$ cat src/rtl/gpm_pkg.sv
// Package for the glob pattern matcher: sizes, command codes and the queued command type.
// Used by every module of the block; it depends on nothing.
package gpm_pkg;

  // Default storage sizes.
  localparam int unsigned PATTERN_ELEMENTS = 32;
  localparam int unsigned RANGES_PER_CLASS = 4;

  // Depth of the queue between the front and the engine.
  localparam int unsigned QUEUE_DEPTH = 2;

  // Function codes on the input channel.
  localparam logic [2:0] FUNC_CLEAR  = 3'd0;
  localparam logic [2:0] FUNC_APPEND = 3'd1;
  localparam logic [2:0] FUNC_RANGE  = 3'd2;
  localparam logic [2:0] FUNC_BYTE   = 3'd3;
  localparam logic [2:0] FUNC_END    = 3'd4;

  // Pattern element kinds.
  typedef enum logic [1:0] {
    KIND_LITERAL = 2'd0,
    KIND_ANY     = 2'd1,
    KIND_STAR    = 2'd2,
    KIND_CLASS   = 2'd3
  } kind_e;

  // Commands that the front hands to the engine.
  typedef enum logic [2:0] {
    OP_CLEAR  = 3'b000,
    OP_APPEND = 3'b001,
    OP_RANGE  = 3'b010,
    OP_BYTE   = 3'b011,
    OP_END    = 3'b100
  } op_e;

  typedef struct packed {
    op_e        op;
    kind_e      kind;
    logic       negate;
    logic [7:0] low_byte;
    logic [7:0] high_byte;
    logic [7:0] subject_byte;
  } cmd_t;

endpackage

$ cat src/rtl/gpm_front.sv
// Front of the glob pattern matcher: takes input transfers and classifies them into commands.
// Depends on gpm_pkg; feeds gpm_queue.
module gpm_front (
  input  logic              in_valid_i,
  input  logic [2:0]        func_i,
  input  logic [1:0]        kind_i,
  input  logic              negate_i,
  input  logic [7:0]        low_byte_i,
  input  logic [7:0]        high_byte_i,
  input  logic [7:0]        subject_byte_i,
  input  logic              full_i,
  output logic              in_stall_o,
  output logic              push_o,
  output gpm_pkg::cmd_t     cmd_o
);

  logic known;

  // The front stalls only while the queue is full.
  assign in_stall_o = full_i;

  // Decode the function code; unused codes are dropped here.
  always_comb begin
    known     = 1'b1;
    cmd_o.op  = gpm_pkg::OP_CLEAR;
    unique case (func_i)
      gpm_pkg::FUNC_CLEAR:  cmd_o.op = gpm_pkg::OP_CLEAR;
      gpm_pkg::FUNC_APPEND: cmd_o.op = gpm_pkg::OP_APPEND;
      gpm_pkg::FUNC_RANGE:  cmd_o.op = gpm_pkg::OP_RANGE;
      gpm_pkg::FUNC_BYTE:   cmd_o.op = gpm_pkg::OP_BYTE;
      gpm_pkg::FUNC_END:    cmd_o.op = gpm_pkg::OP_END;
      default:              known    = 1'b0;
    endcase
    cmd_o.kind         = gpm_pkg::kind_e'(kind_i);
    cmd_o.negate       = negate_i;
    cmd_o.low_byte     = low_byte_i;
    cmd_o.high_byte    = high_byte_i;
    cmd_o.subject_byte = subject_byte_i;
  end

  assign push_o = in_valid_i && !full_i && known;

endmodule

$ cat src/rtl/gpm_queue.sv
// Short command queue between the front and the matching engine.
// Depends on gpm_pkg for the command type and the queue depth.
module gpm_queue (
  input  logic          clk_i,
  input  logic          rst_ni,
  input  logic          push_i,
  input  gpm_pkg::cmd_t cmd_i,
  input  logic          pop_i,
  output logic          full_o,
  output logic          valid_o,
  output gpm_pkg::cmd_t cmd_o
);

  localparam int unsigned Depth = gpm_pkg::QUEUE_DEPTH;
  localparam int unsigned PtrW  = (Depth > 1) ? $clog2(Depth) : 1;
  localparam int unsigned CntW  = $clog2(Depth + 1);

  gpm_pkg::cmd_t          slot_q [Depth];
  logic [PtrW-1:0]        wr_q, wr_d, rd_q, rd_d;
  logic [CntW-1:0]        cnt_q, cnt_d;
  logic                   do_pop;

  assign full_o  = (cnt_q == CntW'(Depth));
  assign valid_o = (cnt_q != '0);
  assign cmd_o   = slot_q[rd_q];
  assign do_pop  = pop_i && valid_o;

  // Pointer and fill count update.
  always_comb begin
    wr_d  = wr_q;
    rd_d  = rd_q;
    cnt_d = cnt_q;
    if (push_i) begin
      wr_d = (wr_q == PtrW'(Depth - 1)) ? '0 : wr_q + 1'b1;
    end
    if (do_pop) begin
      rd_d = (rd_q == PtrW'(Depth - 1)) ? '0 : rd_q + 1'b1;
    end
    if (push_i && !do_pop) begin
      cnt_d = cnt_q + 1'b1;
    end else if (!push_i && do_pop) begin
      cnt_d = cnt_q - 1'b1;
    end
  end

  always_ff @(posedge clk_i or negedge rst_ni) begin
    if (!rst_ni) begin
      wr_q  <= '0;
      rd_q  <= '0;
      cnt_q <= '0;
    end else begin
      wr_q  <= wr_d;
      rd_q  <= rd_d;
      cnt_q <= cnt_d;
    end
  end

  // Slot storage holds payload only.
  always_ff @(posedge clk_i) begin
    if (push_i) begin
      slot_q[wr_q] <= cmd_i;
    end
  end

endmodule

$ cat src/rtl/gpm_engine.sv
// Matching engine: pattern storage, the active-position set and the result register.
// Depends on gpm_pkg; takes commands from gpm_queue.
module gpm_engine #(
  parameter int unsigned PatternElements = gpm_pkg::PATTERN_ELEMENTS,
  parameter int unsigned RangesPerClass  = gpm_pkg::RANGES_PER_CLASS
) (
  input  logic          clk_i,
  input  logic          rst_ni,
  input  logic          cmd_valid_i,
  input  gpm_pkg::cmd_t cmd_i,
  output logic          pop_o,
  output logic          out_valid_o,
  input  logic          out_stall_i,
  output logic          matched_o,
  output logic          pattern_error_o
);

  localparam int unsigned Pe  = PatternElements;
  localparam int unsigned Rpc = RangesPerClass;
  localparam int unsigned EW  = (Pe > 1) ? $clog2(Pe) : 1;
  localparam int unsigned LW  = $clog2(Pe + 1);
  localparam int unsigned RW  = (Rpc > 1) ? $clog2(Rpc) : 1;
  localparam int unsigned CW  = $clog2(Rpc + 1);

  // Pattern storage, one lane per element.
  gpm_pkg::kind_e  kind_q   [Pe];
  logic [7:0]      lit_q    [Pe];
  logic            neg_q    [Pe];
  logic [7:0]      rlo_q    [Pe][Rpc];
  logic [7:0]      rhi_q    [Pe][Rpc];
  logic [CW-1:0]   rcnt_q   [Pe];
  logic [Pe-1:0]   live_q;
  logic [LW-1:0]   len_q;
  logic            ovf_q;
  logic [Pe:0]     act_q, act_d;
  logic            out_valid_q, matched_q, error_q;

  logic            slot_free, take;
  logic            is_clear, is_append, is_range, is_byte, is_end;
  logic            can_append, range_ok;
  logic [EW-1:0]   app_idx, last_idx;
  logic [Pe:0]     closed, stepped;
  logic [Pe-1:0]   hit;

  assign slot_free = !out_valid_q || !out_stall_i;
  assign pop_o     = cmd_valid_i && ((cmd_i.op != gpm_pkg::OP_END) || slot_free);
  assign take      = pop_o;

  assign is_clear  = take && (cmd_i.op == gpm_pkg::OP_CLEAR);
  assign is_append = take && (cmd_i.op == gpm_pkg::OP_APPEND);
  assign is_range  = take && (cmd_i.op == gpm_pkg::OP_RANGE);
  assign is_byte   = take && (cmd_i.op == gpm_pkg::OP_BYTE);
  assign is_end    = take && (cmd_i.op == gpm_pkg::OP_END);

  assign can_append = (len_q != LW'(Pe));
  assign app_idx    = EW'(len_q);
  assign last_idx   = EW'(len_q - 1'b1);
  assign range_ok   = (len_q != '0) && (kind_q[last_idx] == gpm_pkg::KIND_CLASS);

  // Stars are passed over freely: a live star carries its position onward.
  always_comb begin
    closed[0] = act_q[0];
    for (int i = 0; i < Pe; i++) begin
      closed[i+1] = act_q[i+1] ||
                    (closed[i] && live_q[i] && (kind_q[i] == gpm_pkg::KIND_STAR));
    end
  end

  // Per-lane byte test for literal, any-one and class elements.
  always_comb begin
    for (int i = 0; i < Pe; i++) begin
      logic found;
      found = 1'b0;
      for (int r = 0; r < Rpc; r++) begin
        if ((CW'(r) < rcnt_q[i]) &&
            ((cmd_i.subject_byte == rlo_q[i][r]) ||
             ((rlo_q[i][r] <= cmd_i.subject_byte) &&
              (cmd_i.subject_byte <= rhi_q[i][r])))) begin
          found = 1'b1;
        end
      end
      unique case (kind_q[i])
        gpm_pkg::KIND_LITERAL: hit[i] = (cmd_i.subject_byte == lit_q[i]);
        gpm_pkg::KIND_ANY:     hit[i] = 1'b1;
        gpm_pkg::KIND_STAR:    hit[i] = 1'b0;
        gpm_pkg::KIND_CLASS:   hit[i] = found ^ neg_q[i];
        default:               hit[i] = 1'b0;
      endcase
    end
  end

  // Advance every live position by one subject byte.
  always_comb begin
    stepped = '0;
    for (int i = 0; i < Pe; i++) begin
      if (closed[i] && live_q[i]) begin
        if (kind_q[i] == gpm_pkg::KIND_STAR) begin
          stepped[i] = 1'b1;
        end
        if (hit[i]) begin
          stepped[i+1] = 1'b1;
        end
      end
    end
  end

  // Next active set.
  always_comb begin
    act_d = act_q;
    priority if (is_clear || is_end) begin
      act_d    = '0;
      act_d[0] = 1'b1;
    end else if (is_byte) begin
      act_d = stepped;
    end
  end

  // Control state.
  always_ff @(posedge clk_i or negedge rst_ni) begin
    if (!rst_ni) begin
      len_q       <= '0;
      live_q      <= '0;
      ovf_q       <= 1'b0;
      act_q       <= (Pe+1)'(1);
      out_valid_q <= 1'b0;
      for (int i = 0; i < Pe; i++) begin
        rcnt_q[i] <= '0;
      end
    end else begin
      act_q <= act_d;
      if (is_end) begin
        out_valid_q <= 1'b1;
      end else if (!out_stall_i) begin
        out_valid_q <= 1'b0;
      end
      if (is_clear) begin
        len_q  <= '0;
        live_q <= '0;
        ovf_q  <= 1'b0;
        for (int i = 0; i < Pe; i++) begin
          rcnt_q[i] <= '0;
        end
      end else if (is_append) begin
        if (can_append) begin
          len_q           <= len_q + 1'b1;
          live_q[app_idx] <= 1'b1;
          rcnt_q[app_idx] <= '0;
        end else begin
          ovf_q <= 1'b1;
        end
      end else if (is_range && range_ok) begin
        if (rcnt_q[last_idx] == CW'(Rpc)) begin
          ovf_q <= 1'b1;
        end else begin
          rcnt_q[last_idx] <= rcnt_q[last_idx] + 1'b1;
        end
      end
    end
  end

  // Element and range payload storage, and the result registers on end of subject.
  always_ff @(posedge clk_i) begin
    if (is_append && can_append) begin
      kind_q[app_idx] <= cmd_i.kind;
      lit_q[app_idx]  <= cmd_i.low_byte;
      neg_q[app_idx]  <= cmd_i.negate;
    end
    if (is_range && range_ok && (rcnt_q[last_idx] != CW'(Rpc))) begin
      rlo_q[last_idx][RW'(rcnt_q[last_idx])] <= cmd_i.low_byte;
      rhi_q[last_idx][RW'(rcnt_q[last_idx])] <= cmd_i.high_byte;
    end
    if (is_end) begin
      matched_q <= closed[len_q];
      error_q   <= ovf_q;
    end
  end

  assign out_valid_o     = out_valid_q;
  assign matched_o       = matched_q;
  assign pattern_error_o = error_q;

endmodule

$ cat src/rtl/glob_pattern_matcher.sv
// Top level of the glob pattern matcher.
// Instantiates gpm_front, gpm_queue and gpm_engine; uses gpm_pkg.
//
// Usage: the input channel carries one command per transfer (in_valid_i/in_stall_o):
// clear pattern, append element, add class range to the last element, subject byte,
// or end of subject. Only end of subject produces a result on the output channel
// (out_valid_o/out_stall_i): matched_o and pattern_error_o.
// Throughput: one command per cycle, since all active pattern positions are updated
// in parallel per subject byte; only an end of subject waits while a stalled result
// is held. An accepted command is written into the queue, executed by the engine from
// the queue head, and its result is registered in the output register.
// When the receiver stalls, the result is held in the output register. The next
// end of subject then waits at the head of the two-entry queue, later commands
// line up behind it, and the input stalls once the queue is full.
// Reset empties the pattern, clears the error flag, restarts the subject and
// empties the queue; pattern storage itself is not cleared.
module glob_pattern_matcher #(
  parameter int unsigned PatternElements = gpm_pkg::PATTERN_ELEMENTS,
  parameter int unsigned RangesPerClass  = gpm_pkg::RANGES_PER_CLASS
) (
  input  logic       clk_i,
  input  logic       rst_ni,
  input  logic       in_valid_i,
  output logic       in_stall_o,
  input  logic [2:0] func_i,
  input  logic [1:0] kind_i,
  input  logic       negate_i,
  input  logic [7:0] low_byte_i,
  input  logic [7:0] high_byte_i,
  input  logic [7:0] subject_byte_i,
  output logic       out_valid_o,
  input  logic       out_stall_i,
  output logic       matched_o,
  output logic       pattern_error_o
);

  logic          push, full, q_valid, pop;
  gpm_pkg::cmd_t f_cmd, q_cmd;

  gpm_front u_front (
    .in_valid_i     (in_valid_i),
    .func_i         (func_i),
    .kind_i         (kind_i),
    .negate_i       (negate_i),
    .low_byte_i     (low_byte_i),
    .high_byte_i    (high_byte_i),
    .subject_byte_i (subject_byte_i),
    .full_i         (full),
    .in_stall_o     (in_stall_o),
    .push_o         (push),
    .cmd_o          (f_cmd)
  );

  gpm_queue u_queue (
    .clk_i   (clk_i),
    .rst_ni  (rst_ni),
    .push_i  (push),
    .cmd_i   (f_cmd),
    .pop_i   (pop),
    .full_o  (full),
    .valid_o (q_valid),
    .cmd_o   (q_cmd)
  );

  gpm_engine #(
    .PatternElements (PatternElements),
    .RangesPerClass  (RangesPerClass)
  ) u_engine (
    .clk_i           (clk_i),
    .rst_ni          (rst_ni),
    .cmd_valid_i     (q_valid),
    .cmd_i           (q_cmd),
    .pop_o           (pop),
    .out_valid_o     (out_valid_o),
    .out_stall_i     (out_stall_i),
    .matched_o       (matched_o),
    .pattern_error_o (pattern_error_o)
  );

endmodule

$ cat config.mk
export PLATFORM = sky130hd
export DESIGN_NAME = glob_pattern_matcher
export DESIGN_NICKNAME = d
export VERILOG_FILES = /design/src/rtl/gpm_pkg.sv /design/src/rtl/gpm_front.sv /design/src/rtl/gpm_queue.sv /design/src/rtl/gpm_engine.sv /design/src/rtl/glob_pattern_matcher.sv
export SDC_FILE = /design/constraint.sdc
export NUM_CORES = 2
export LEC_CHECK = 0
export BUFFER_PORTS_ARGS = -buffer_cell sky130_fd_sc_hd__buf_2
export CORE_UTILIZATION = 42
export DETAILED_ROUTE_END_ITERATION = 6
export PLACE_DENSITY = 0.54
export SLEW_MARGIN = 10
export SYNTH_ARGS = -nofsm -noshare
export SYNTH_HDL_FRONTEND = slang
export SYNTH_SLANG_ARGS = --single-unit
export TNS_END_PERCENT = 1
$ cat constraint.sdc
create_clock -name clk_i -period 18.45 [get_ports clk_i]
set_input_delay 3.69 -clock clk_i [delete_from_list [all_inputs] [get_ports clk_i]]
set_output_delay 3.69 -clock clk_i [all_outputs]
set_load 0.01 [all_outputs]
Word level (Yosys, flattened, before mapping)
Memory sizes are Yosys's and may differ from the RTL's.
Index checks and enable logic that the tools add are counted.
{ "totals": {"memories": 6, "mem_bits_rw": 2460, "register_bits": 175, "inputBits": 34} }
{ "memory_table": {"columns": ["memory", "words", "word_bits", "read_ports", "rd_ports_with_merged_regs", "write_ports", "line_no", "rtl"], "rows": [
  ["u_engine.rhi_q", 32, 32, 32, 0, 1, "gpm_engine.sv:30", "logic [7:0] rhi_q [Pe][Rpc];"],
  ["u_engine.rlo_q", 32, 32, 32, 0, 1, "gpm_engine.sv:29", "logic [7:0] rlo_q [Pe][Rpc];"],
  ["u_engine.lit_q", 32, 8, 32, 0, 1, "gpm_engine.sv:27", "logic [7:0] lit_q [Pe];"],
  ["u_engine.kind_q", 32, 2, 33, 0, 1, "gpm_engine.sv:26", "gpm_pkg::kind_e kind_q [Pe];"],
  ["u_queue.slot_q", 2, 30, 1, 0, 1, "gpm_queue.sv:18", "gpm_pkg::cmd_t slot_q [Depth];"],
  ["u_engine.neg_q", 32, 1, 32, 0, 1, "gpm_engine.sv:28", "logic neg_q [Pe];"]
]} }
{ "classes": {"reduce_logical": 553, "bitwise": 38, "n_addsub": 7, "order_cmp": 393, "n_eq_ne": 274, "n_mux": 302} }
{ "op_table": {"columns": ["op", "count"], "rows": [
  ["8-bit <= comparator", 256],
  ["8-bit == test", 160],
  ["96-bit two-way mux", 5],
  ["1-bit logical AND", 339],
  ["1-bit two-way mux", 209],
  ["1-bit by 3-bit < comparator with 1-bit output, first input constant", 64],
  ["2-bit by 3-bit < comparator with 1-bit output, first input constant", 64],
  ["1-bit logical OR", 163],
  ["2-bit == test, second input constant", 66],
  ["32-bit two-way mux", 4],
  ["1-bit one-hot mux with 4 select lines", 32],
  ["96-bit AND", 1],
  ["96-bit bitwise mux", 1],
  ["96-bit inverter", 1],
  ["2-bit two-way mux", 34],
  ["33-bit two-way mux", 2],
  ["2-bit by 1-bit == test with 1-bit output, second input constant", 32],
  ["2-bit zero test", 32],
  ["32-bit OR", 1],
  ["1-bit XOR", 32],
  ["3-bit demux with 5-bit select", 2],
  ["6-bit two-way mux", 3],
  ["8-bit demux with 2-bit select", 1],
  ["3-bit binary-select mux with 5-bit select", 1],
  ["other kinds (36)", 62]
]} }

Logic depth before layout (Yosys ltp)
{ "logic_depth": {"ltp_word": 98, "mapped_depth": 23} }

Cells and area by module
Synthesis repeated with hierarchy kept, for this count alone.
{ "unflattened": {"hier_cells": 10653, "area_unflattened_um2": 138313.9} }
{ "modules_own_cells": {"columns": ["module", "cells_per_inst", "seq_area_each_um2", "area_each_um2", "instances"], "rows": [
  ["gpm_engine", 10511, 76359.5, 135701.4, 1],
  ["gpm_queue", 109, 1901.8, 2367.3, 1],
  ["gpm_front", 33, 0.0, 245.2, 1]
]} }

Worst setup path after synthesis
Ideal clock, no wire load.
{ "synth_path": {"path_kind": "flip-flop to flip-flop", "startpoint": "reg u_queue.rd_q", "endpoint": "reg u_engine.act_q[7]", "t_arrival_ns": 8.063, "slack_ns": 10.266, "required_ns": 18.328, "synth_period_minus_slack_ns": 8.184, "path_buffers": 4, "path_stages_with_launch": 17, "setup_time_ns": 0.122, "cell_sequence": "dfrtp_1 > buf_2 > buf_2 > mux2i_1 > buf_4 > buf_2 > inv_1 > ha_1 > a21o_1 > a21oi_1 > a32oi_1 > a21oi_1 > or4_1 > or4_1 > a222oi_1 > mux2i_1 > a32o_1"} }
{ "synth_between": {"elab_chain_len": 17} }
{ "synth_rtl": {"columns": ["item", "line_no", "rtl"], "rows": [
  ["start, declared", "gpm_queue.sv:19", "logic [PtrW-1:0] wr_q, wr_d, rd_q, rd_d;"],
  ["start signal, assigned", "gpm_queue.sv:53", "rd_q <= rd_d;"],
  ["memory read 2 x 30 bit *", null, null],
  ["8-bit <= comparator, on equally long branches", "gpm_engine.sv:77, gpm_engine.sv:78", null],
  ["1-bit logical AND", "gpm_engine.sv:77", "((rlo_q[i][r] <= cmd_i.subject_byte) &&"],
  ["1-bit logical OR", "gpm_engine.sv:76", "((cmd_i.subject_byte == rlo_q[i][r]) ||"],
  ["1-bit logical AND", "gpm_engine.sv:75", "if ((CW'(r) < rcnt_q[i]) &&"],
  ["1-bit two-way mux (4 in a row)", "gpm_engine.sv:75", null],
  ["1-bit XOR", "gpm_engine.sv:86", "gpm_pkg::KIND_CLASS: hit[i] = found ^ neg_q[i];"],
  ["1-bit one-hot mux with 4 select lines", "gpm_engine.sv:82", "unique case (kind_q[i])"],
  ["1-bit two-way mux", "gpm_engine.sv:100", "if (hit[i]) begin"],
  ["2-bit two-way mux", "gpm_engine.sv:96", "if (closed[i] && live_q[i]) begin"],
  ["1-bit two-way mux", "gpm_engine.sv:97", "if (kind_q[i] == gpm_pkg::KIND_STAR) begin"],
  ["2-bit two-way mux", "gpm_engine.sv:96", null],
  ["33-bit two-way mux", "gpm_engine.sv:113", "end else if (is_byte) begin"],
  ["33-bit two-way mux", "gpm_engine.sv:110", "priority if (is_clear || is_end) begin"],
  ["end signal, assigned", "gpm_engine.sv:124", "act_q <= (Pe+1)'(1);"],
  ["end signal, assigned", "gpm_engine.sv:130", "act_q <= act_d;"],
  ["end, declared", "gpm_engine.sv:35", "logic [Pe:0] act_q, act_d;"]
]} }
Mark *: on every way between the ends. The rest lies on a longest branch, timed or not. The select of a mux whose other input is x is not followed.
A chain may end at the register's enable or synchronous reset.

Worst setup path after layout
{ "layout_path": {"startpoint": "reg u_engine.len_q[0]", "endpoint": "mem u_engine.rhi_q[22][19] (netlist bit), enable pin"} }
{ "layout_between": {"elab_chain_len": 11} }
{ "layout_rtl": {"columns": ["item", "line_no", "rtl"], "rows": [
  ["start, declared", "gpm_engine.sv:33", "logic [LW-1:0] len_q;"],
  ["start signal, assigned", "gpm_engine.sv:145", "len_q <= len_q + 1'b1;"],
  ["5-bit by 1-bit subtractor with 5-bit output", "gpm_engine.sv:57", "assign last_idx = EW'(len_q - 1'b1);"],
  ["5-bit inverter with 6-bit output (not written as such)", "gpm_engine.sv:168, gpm_engine.sv:170", null],
  ["3-bit binary-select mux with 5-bit select", "gpm_engine.sv:168, gpm_engine.sv:170", null],
  ["3-bit two-way mux (not written as such) (2 in a row)", "gpm_engine.sv:168", "if (is_range && range_ok && (rcnt_q[last_idx] != CW'(Rpc))) begin"],
  ["2-bit inverter with 3-bit output (not written as such)", "gpm_engine.sv:170", "rhi_q[last_idx][RW'(rcnt_q[last_idx])] <= cmd_i.high_byte;"],
  ["3-bit >= comparator (not written as such) / 3-bit by 1-bit < comparator with 1-bit output (equally long branches)", "gpm_engine.sv:170", null],
  ["1-bit logical AND (not written as such)", "gpm_engine.sv:170", null],
  ["8-bit two-way mux (not written as such)", "gpm_engine.sv:170", null],
  ["8-bit demux with 2-bit select", "gpm_engine.sv:170", null],
  ["32-bit two-way mux (not written as such)", "gpm_engine.sv:170", null],
  ["end, declared", "gpm_engine.sv:30", null]
]} }
Parallel ways exist; a longest one is shown, timed or not. The select of a mux whose other input is x is not followed.

==> metrics.md <==
| Metric | Value |
|---|---|
| Dpl cell area | 145,000 um^2 |
| Type of origin of the critical path | flip-flop |
| Starting Density | 42.3% |
| Num CTS Buffers | 308 |
| Std cell rows | 209 |
| Max_cap viols | 0 |
| First-pass GRT wire length | 624 mm |
| RSZ-0062 raised after global routing | false |
| Core area | 325,000 um^2 |
| Delay-heaviest family, CP | simple AND/OR/NAND/NOR gates |
| Total negative slack | 0 ps |
| Most common library cells after synthesis | edfxtp_1 (2,462), ha_1 (2,060), inv_1 (1,198) |
| DRC | 0 |
| Longest Clk Path Bufs | 4 |
| Slowest cell on crit path | xor2_1 |
| CP required | 19,040 ps |
| Flops & latches, synth | 2,635 |
| Post_cts resized | 0 |
| Post-CTS setup buffer count | 0 |
| Critical path arrival | 7870 ps |
| Yosys Warn Count | 0 |
| PD cells | 135 nW/um^2 |
| Drt pass-1 iters | 5 |
| Fin cells | 15,700 |
| Post-route cell area | 155,000 um^2 |
| CP max stage delay | 820 ps |
| Die span in y | 574 um |
| Top-count cell post-synth | edfxtp_1 |
| Number of buffer cells added on primary ports | 37 |
| Post-Syn Area | 137,000 um^2 |
| Max Clk Rate | 137 MHz |
| Post-synth net total | 12,700 |
| Static Leakage | 63.4 nW |
| Ys async rst share | 6.57% |
| Fin crit share | 39.5% |
| Total gr overflow | 0 |
| Crit Path Class | flip-flop to flip-flop |
| Routed WL per cell | 27.4 um |
| IO Pins | 38 |
| Avg Cell Area, Syn | 13.0 um^2 |
| Clk Latency, worst-skew pair | 930 ps |
| Post-DP HPWL | 259 mm |
| Clock transition at path regs | 60 ps |
| Vias in the first global route | 92,100 |
| Nets | 13,200 |
| Main synth FF type | edfxtp_1 |
| Vias per Instance | 5.79 |
| Iter 0 DRT Violations | 7,989 |
| Antenna-violating nets left | 0 |
| Via count | 90,900 |
| Worst Path Buf+Inv | 4 |
| Share of the synthesized area in the top cell type | 53.8% |
| Cells after Synth | 10,600 |
| Clock tree sinks | 2,635 |
| Synth unique cells | 90 |
| Die Wd | 574 um |
| Final Critical Period | 7280 ps |
| Critical Path, Cell by Cell | clkinv_1 -> ha_1 -> xor2_1 -> nor3_2 -> a22o_1 -> a221oi_1 -> and2_1 -> inv_1 -> ha_1 -> nor2b_1 -> nor2_1 -> nand2_2 -> buf_4 -> nor2_1 -> buf_4 |
| TritonCTS clock tree | done |
| Largest net degree at the start of global routing | 110 |
| Status | finished, final reports clean |
| Count of final setup violators | 0 |
| # placed instances | 15,100 |
| Sequential share of the synthesized area | 56.9% |
| Antenna violations before repair | 22 |
| Leading area contributor after synthesis | edfxtp_1 |
| Critical Path Fanout Max | 26 |
| Total routed wirelength | 430 mm |
| H-tree Lvls | 5 |
| Least-Margin Pin Slew | 1310 ps |
| Final Max Tran Viols | 0 |
| GRT Overall Usage | 25.8% |
| Post-synth EDFFs | 2,462 |
| Layout overhead on the synthesized area | 12.7% |
| Final hold vios | 0 |
| Root Driver | clkbuf_16 |
| Finished Core Util | 47.7% |
| Die footprint | 330,000 um^2 |
| Setup crit end kind | flip-flop |
| Max_slew headroom | 12.9% |
| Peak VDD IR | 0.159 mV |
| Fillers | 28,500 |
| Share of cells above drive strength 1 | 7.79% |
| Hold Path Class | flip-flop to flip-flop |
| Largest cells by area after synthesis | edfxtp_1 (54%), ha_1 (19%), inv_1 (3.3%) |
| Clk_skew | 60.5 ps |
| Final Wtd Congestion | 0.995 |
| CTS Hold Bufs | 0 |
cells in the final DEF, fill, tap and decap left out, types with 46 or more instances in the layout:
cell / Yosys / routed
o21a_1: 154 / 154
clkbuf_16: 0 / 313
nand2_1: 215 / 210
nand4_1: 376 / 376
xnor2_1: 65 / 65
and3_1: 60 / 60
buf_4: 10 / 255
o21ai_0: 455 / 455
o22ai_1: 133 / 133
a21o_1: 351 / 351
nand2b_1: 127 / 127
clkinv_1: 1 / 74
a31oi_1: 46 / 46
xor2_1: 219 / 219
a211oi_1: 71 / 70
nor4_1: 46 / 46
edfxtp_1: 2462 / 2462
nor2b_1: 268 / 268
inv_1: 1198 / 1190
nor2_1: 514 / 480
nor3_1: 135 / 132
dfrtp_1: 172 / 170
nand3_1: 231 / 231
clkbuf_1: 47 / 69
o211ai_1: 65 / 65
ha_1: 2060 / 2060
a21oi_1: 563 / 563
o21bai_1: 60 / 60
power by group:
part / switching [mW] / internal (mW)
clock: 2.50 / 3.47
sequential: 0.148 / 7.22
combinational: 5.35 / 2.28
worst register-to-register path: cells and delay by family (launching register included):
kind	cells	cell delay (ps)
AO/OA/AOI/OAI	2	550
flip-flops	1	730
buffers and inverters	4	1580
AND/OR/NAND/NOR	6	2540
XOR/XNOR	1	820
adder cells (fa/ha/maj)	2	710
final cells by class:
type	instances	area, um^2	share of cell area, %
clock buffers	391	8220	5.30
repair buffers	306	2380	1.54
inverters	1199	4560	2.94
flip-flops and latches	2635	78300	50.5
well taps	4325	5410	3.49
diodes	12	30.0	0.0194
multi-input cells	6660	54700	35.3
clock inverters	164	1450	0.934
worst paths after layout:
kind                                     startpoint                      to  slack [ps]  depth (start not counted)
worst max-delay path              u_engine.len_q[0]  u_engine.rhi_q[22][19]       11170                         15
worst min-delay path            u_engine.live_q[30]     u_engine.live_q[30]         480                          1
worst max register to register    u_engine.len_q[0]  u_engine.rhi_q[22][19]       11170                         15
worst min register to register  u_engine.live_q[30]     u_engine.live_q[30]         480                          1
max in group asynchronous                    rst_ni     u_engine.rcnt_q[79]       13920                          2
min in group asynchronous                    rst_ni     u_engine.rcnt_q[26]        2900                          1
through the flow:
stage | hold slack (ps) | worst slack, ps | power [mW]
2_1_floorplan | 425 | 10270 | 11.6
3_3_place_gp | 467 | 11440 | 14.8
3_5_place_dp | 473 | 11150 | 15.1
4_1_cts | 485 | 11120 | 21.1
5_1_grt | 521 | 10840 | 21.9
6_report | 483 | 11170 | 21.0
layer usage:
layer / track usage, % / vias to the layer above / share of wire [%] / wire [um]
li1: - / 41100 / - / -
met1: 35.7 / 46000 / 44 / 191000
met2: 42.1 / 3123 / 46 / 198000
met3: 3.38 / 756 / 6.4 / 27400
met4: 7.85 / 8 / 3.2 / 13900
met5: 0 / - / 0.013 / 56
flip-flops by register name, indices dropped and copies added (netlist names), 6 cells and up:
name	count
u_engine.live_q	32
u_queue.slot_q	60
u_engine.kind_q	64
u_engine.rcnt_q	96
u_engine.act_q	33
u_engine.rlo_q	1024
u_engine.rhi_q	1024
u_engine.lit_q	256
u_engine.neg_q	32
u_engine.len_q	6
cells by family (layout without fill, tap and decap cells):
family	after synthesis	count (layout)	synth area share, %
simple gates	2101	2101	8.05
mux	68	68	0.786
fa+ha+maj	2060	2060	18.7
buf+inv	1307	2060	3.65
xor+xnor	284	284	1.81
flops	2635	2635	56.9
other cells	0	12	0
compound gates	2147	2147	10.0
Power figures use the tool's default switching activity.
